`config.mk`:
```
export PLATFORM = sky130hd
export DESIGN_NAME = swm_cell
export DESIGN_NICKNAME = d
export VERILOG_FILES = /design/src/rtl/core/swm_pkg.sv /design/src/rtl/core/swm_cell.sv
export SDC_FILE = /design/constraint.sdc
export NUM_CORES = 1
export LEC_CHECK = 0
export ABC_CLOCK_PERIOD_IN_PS = 800
export BUFFER_PORTS_ARGS = -buffer_cell sky130_fd_sc_hd__buf_2
export CORE_MARGIN = 2
export CORE_UTILIZATION = 33
export DETAILED_ROUTE_END_ITERATION = 8
export GPL_TIMING_DRIVEN = 0
export PLACE_DENSITY = 0.78
export SKIP_CTS_REPAIR_TIMING = 1
export SLEW_MARGIN = 20
export SYNTH_ARGS = -nofsm -noshare
export SYNTH_HDL_FRONTEND = slang
export SYNTH_SLANG_ARGS = --single-unit
```
`constraint.sdc`:
```
create_clock -name i_clk -period 0.8 [get_ports i_clk]
set_input_delay 0.08 -clock i_clk [delete_from_list [all_inputs] [get_ports i_clk]]
set_output_delay 0.08 -clock i_clk [all_outputs]
set_load 0.02 [all_outputs]
```
`src/rtl/core/swm_pkg.sv`:
```
package swm_pkg;

    localparam int DATA_W = 32;
    localparam int WS_W   = 7;
    localparam int ADDR_W = 3;
    localparam int APB_W  = 32;

    localparam logic [WS_W-1:0] WS_RESET = 7'd3;

    // register index taken from paddr[2]
    localparam logic REG_WINDOW_SIZE = 1'b0;

    typedef struct packed {
        logic                     alive;
        logic signed [DATA_W-1:0] value;
    } t_link;

endpackage

```
`src/rtl/core/swm_cell.sv`:
```
module swm_cell import swm_pkg::*; #(
    parameter int POS = 0,
    parameter int CW  = 7
) (
    input  logic                     i_clk,
    input  logic                     i_rst_n,
    input  logic                     i_en,
    input  logic                     i_start,
    input  logic signed [DATA_W-1:0] i_sample,
    input  logic        [CW-1:0]     i_win,
    input  t_link                    i_prev,
    output t_link                    o_cell
);

    localparam bit HEAD = (POS == 0);

    logic                     r_alive;
    logic                     n_alive;
    logic signed [DATA_W-1:0] r_value;

    // the cell at position POS holds the sample of age POS
    always_comb begin
        if (HEAD) begin
            n_alive = 1'b1;
        end else begin
            n_alive = i_prev.alive & ~i_start & (i_prev.value > i_sample)
                      & (CW'(POS) < i_win);
        end
    end

    always_ff @(posedge i_clk) begin
        if (!i_rst_n) begin
            r_alive <= 1'b0;
        end else if (i_en) begin
            r_alive <= n_alive;
        end
    end

    always_ff @(posedge i_clk) begin
        if (i_en) begin
            r_value <= i_prev.value;
        end
    end

    assign o_cell.alive = r_alive;
    assign o_cell.value = r_value;

endmodule

```
==> qor.yml <==
syn_inst: 35
start_util_pct: 35.5
cts_tree: "yes"
die_area_um2: 3470
syn_area_um2: 996
area_delta_synth_final_pct: 91.7
yosys.area.top_type: "edfxtp_1"
fin_crit_sh_pct: 123
drv_slew: 0
clk_pin_slew_ps: 100
portBuffers: 67
die_h_um: 58.9
drc: 3
drt-initial-drc-count: 15
peakVddDrop_mv: 1.40
postPlaceCellArea_um2: 1370
ys_warn_count: 0
required_ps: 720
antenna_cells: 0
row_count: 19
crit_chain: "buf_2"
overflow: 0
cp.depth: 1
hold_viol_final: 0
timing.rr.end: "r_alive"
worstMarginPinSlew_ps: 702
max_cap_viol_count: 0
final_antenna_net_count: 0
clk-insertion-delay-late_ps: 320
ys_seq_elements: 33
period_needed_ps: 983
fin_worst_skew_ps: 0
synth_top_area_share_pct: 96.5
violations: "design-rule violations, negative setup slack"
ys_types: 4
die_x_um: 58.9
path_class: "reg2out"
clkSinkCount: 33
r2r_slack_ps: 190
antenna_found_initial: 0
r2r_start: "r_alive"
crit_fanout: 1
coreArea_um2: 2810
crit_arrival_ps: 900
numCtsBuffers: 5
synthTopCellsByArea: "edfxtp_1 (96%), dfxtp_1 (2.0%), buf_4 (0.75%)"
grt_pass1_wl_um: 2670
routedWlPerCell_um: 13.3
track_usage_pct: 11.1
clk_path_buf_depth: 2
relSlewSlack_pct: 53.2
fillers: 178
cp_num_buf_inv: 1
cp-start-kind: "register"
first_pass_iters: 6
avgViaCountPerCell: 4.34
status: "complete, but fails checks"
worstRegToRegCells: 1
cts_root_buf: "clkbuf_4"
drive_above_1_share_pct: 52.1
grt_max_degree: 34
ys_seq_area_share_pct: 98.5
setup_ws_ps: -183
syn_avg_cell_area_um2: 28.5
dp_slack_ps: -215
cp-end-kind: "primary output"
synth_nets: 111
fin_area_um2: 1910
gp_congestion: 0.648
rsz0062_at_grt: "true"
cpMaxStageDelayCell: "edfxtp_1"
layout.nets: 217
max_freq_mhz: 1020
ioPinCount: 109
powerDensity_nw_per_um2: 1930
crit_path_start: "r_value[25]"
dr_total_vias: 750
cp_top_family: "flip-flops"
setup_viol: 33
grt_pass1_vias: 637
detail_route.wirelength_um: 2290
cpPeakStageDelay_ps: 410
crit_end: "o_cell[25]"
power_leakage_uw: 0.000811
cts.htree.levels: 2
hp-class: "in2reg"
## metrics by stage
stage	TNS [ps]	power (uW)	utilization, %	std cells	hold slack, ps
after global placement	-5850	2530	48.8	133	257
final	-4470	3690	68.1	173	339
after floorplan	0	2310	-	35	179
after detailed placement	-6910	2540	48.8	133	258
after global routing	-6410	3860	68.1	173	346
after CTS	-5120	3460	50.9	141	-91.5
## layout make-up
class	instances	area, um^2	share of cell area (%)
repair buffers	100	822	43.1
clock buffers	8	58.8	3.08
flip-flops and latches	33	982	51.4
multi-input cells	1	7.51	0.393
well taps	31	38.8	2.03
## layout by cell type (no fill, tap or decap)
cell type / instances
edfxtp_1: 32
clkbuf_1: 2
buf_6: 25
clkbuf_8: 1
clkbuf_4: 5
dlygate4sd3_1: 33
dfxtp_2: 1
o21a_1: 1
buf_2: 42
## layer usage
metal,vias up,track usage [%],part of all wire (%)
met2,50,17.6,49
met1,346,9.87,37
li1,351,-,-
met3,3,9.89,13
met4,0,4.87,0.74
met5,-,0,0
## power by group
group / internal (uW) / switching [uW] / total [uW]
clock network: 433 / 497 / 930
registers: 2050 / 56.9 / 2100
logic: 362 / 294 / 656
total: 2840 / 847 / 3690
## cells by family after synthesis
group | count (synthesis) | synth area share (%)
buffers and inverters | 1 | 0.754
flip-flops | 33 | 98.5
AO/OA/AOI/OAI | 1 | 0.754
## cells in the mapped netlist
| master | n |
|---|---|
| o21a_1 | 1 |
| dfxtp_1 | 1 |
| edfxtp_1 | 32 |
| buf_4 | 1 |
## worst min path at each step
stage | slack [ps] | cells past startpoint | from | to
finish | 340 | 1 | i_en | r_value[7]
global route | 350 | 1 | i_en | r_value[19]
CTS | -90 | 1 | i_prev[29] | r_value[29]
detailed placement | 260 | 1 | i_prev[4] | r_value[4]
global placement | 260 | 1 | i_prev[3] | r_value[3]
floorplan | 180 | 0 | i_prev[0] | r_value[0]
## flip-flops by register name, indices dropped and copies added, names as in the netlist
register  count
r_alive       1
r_value      32
No activity file was read; power rests on OpenSTA's default activity.
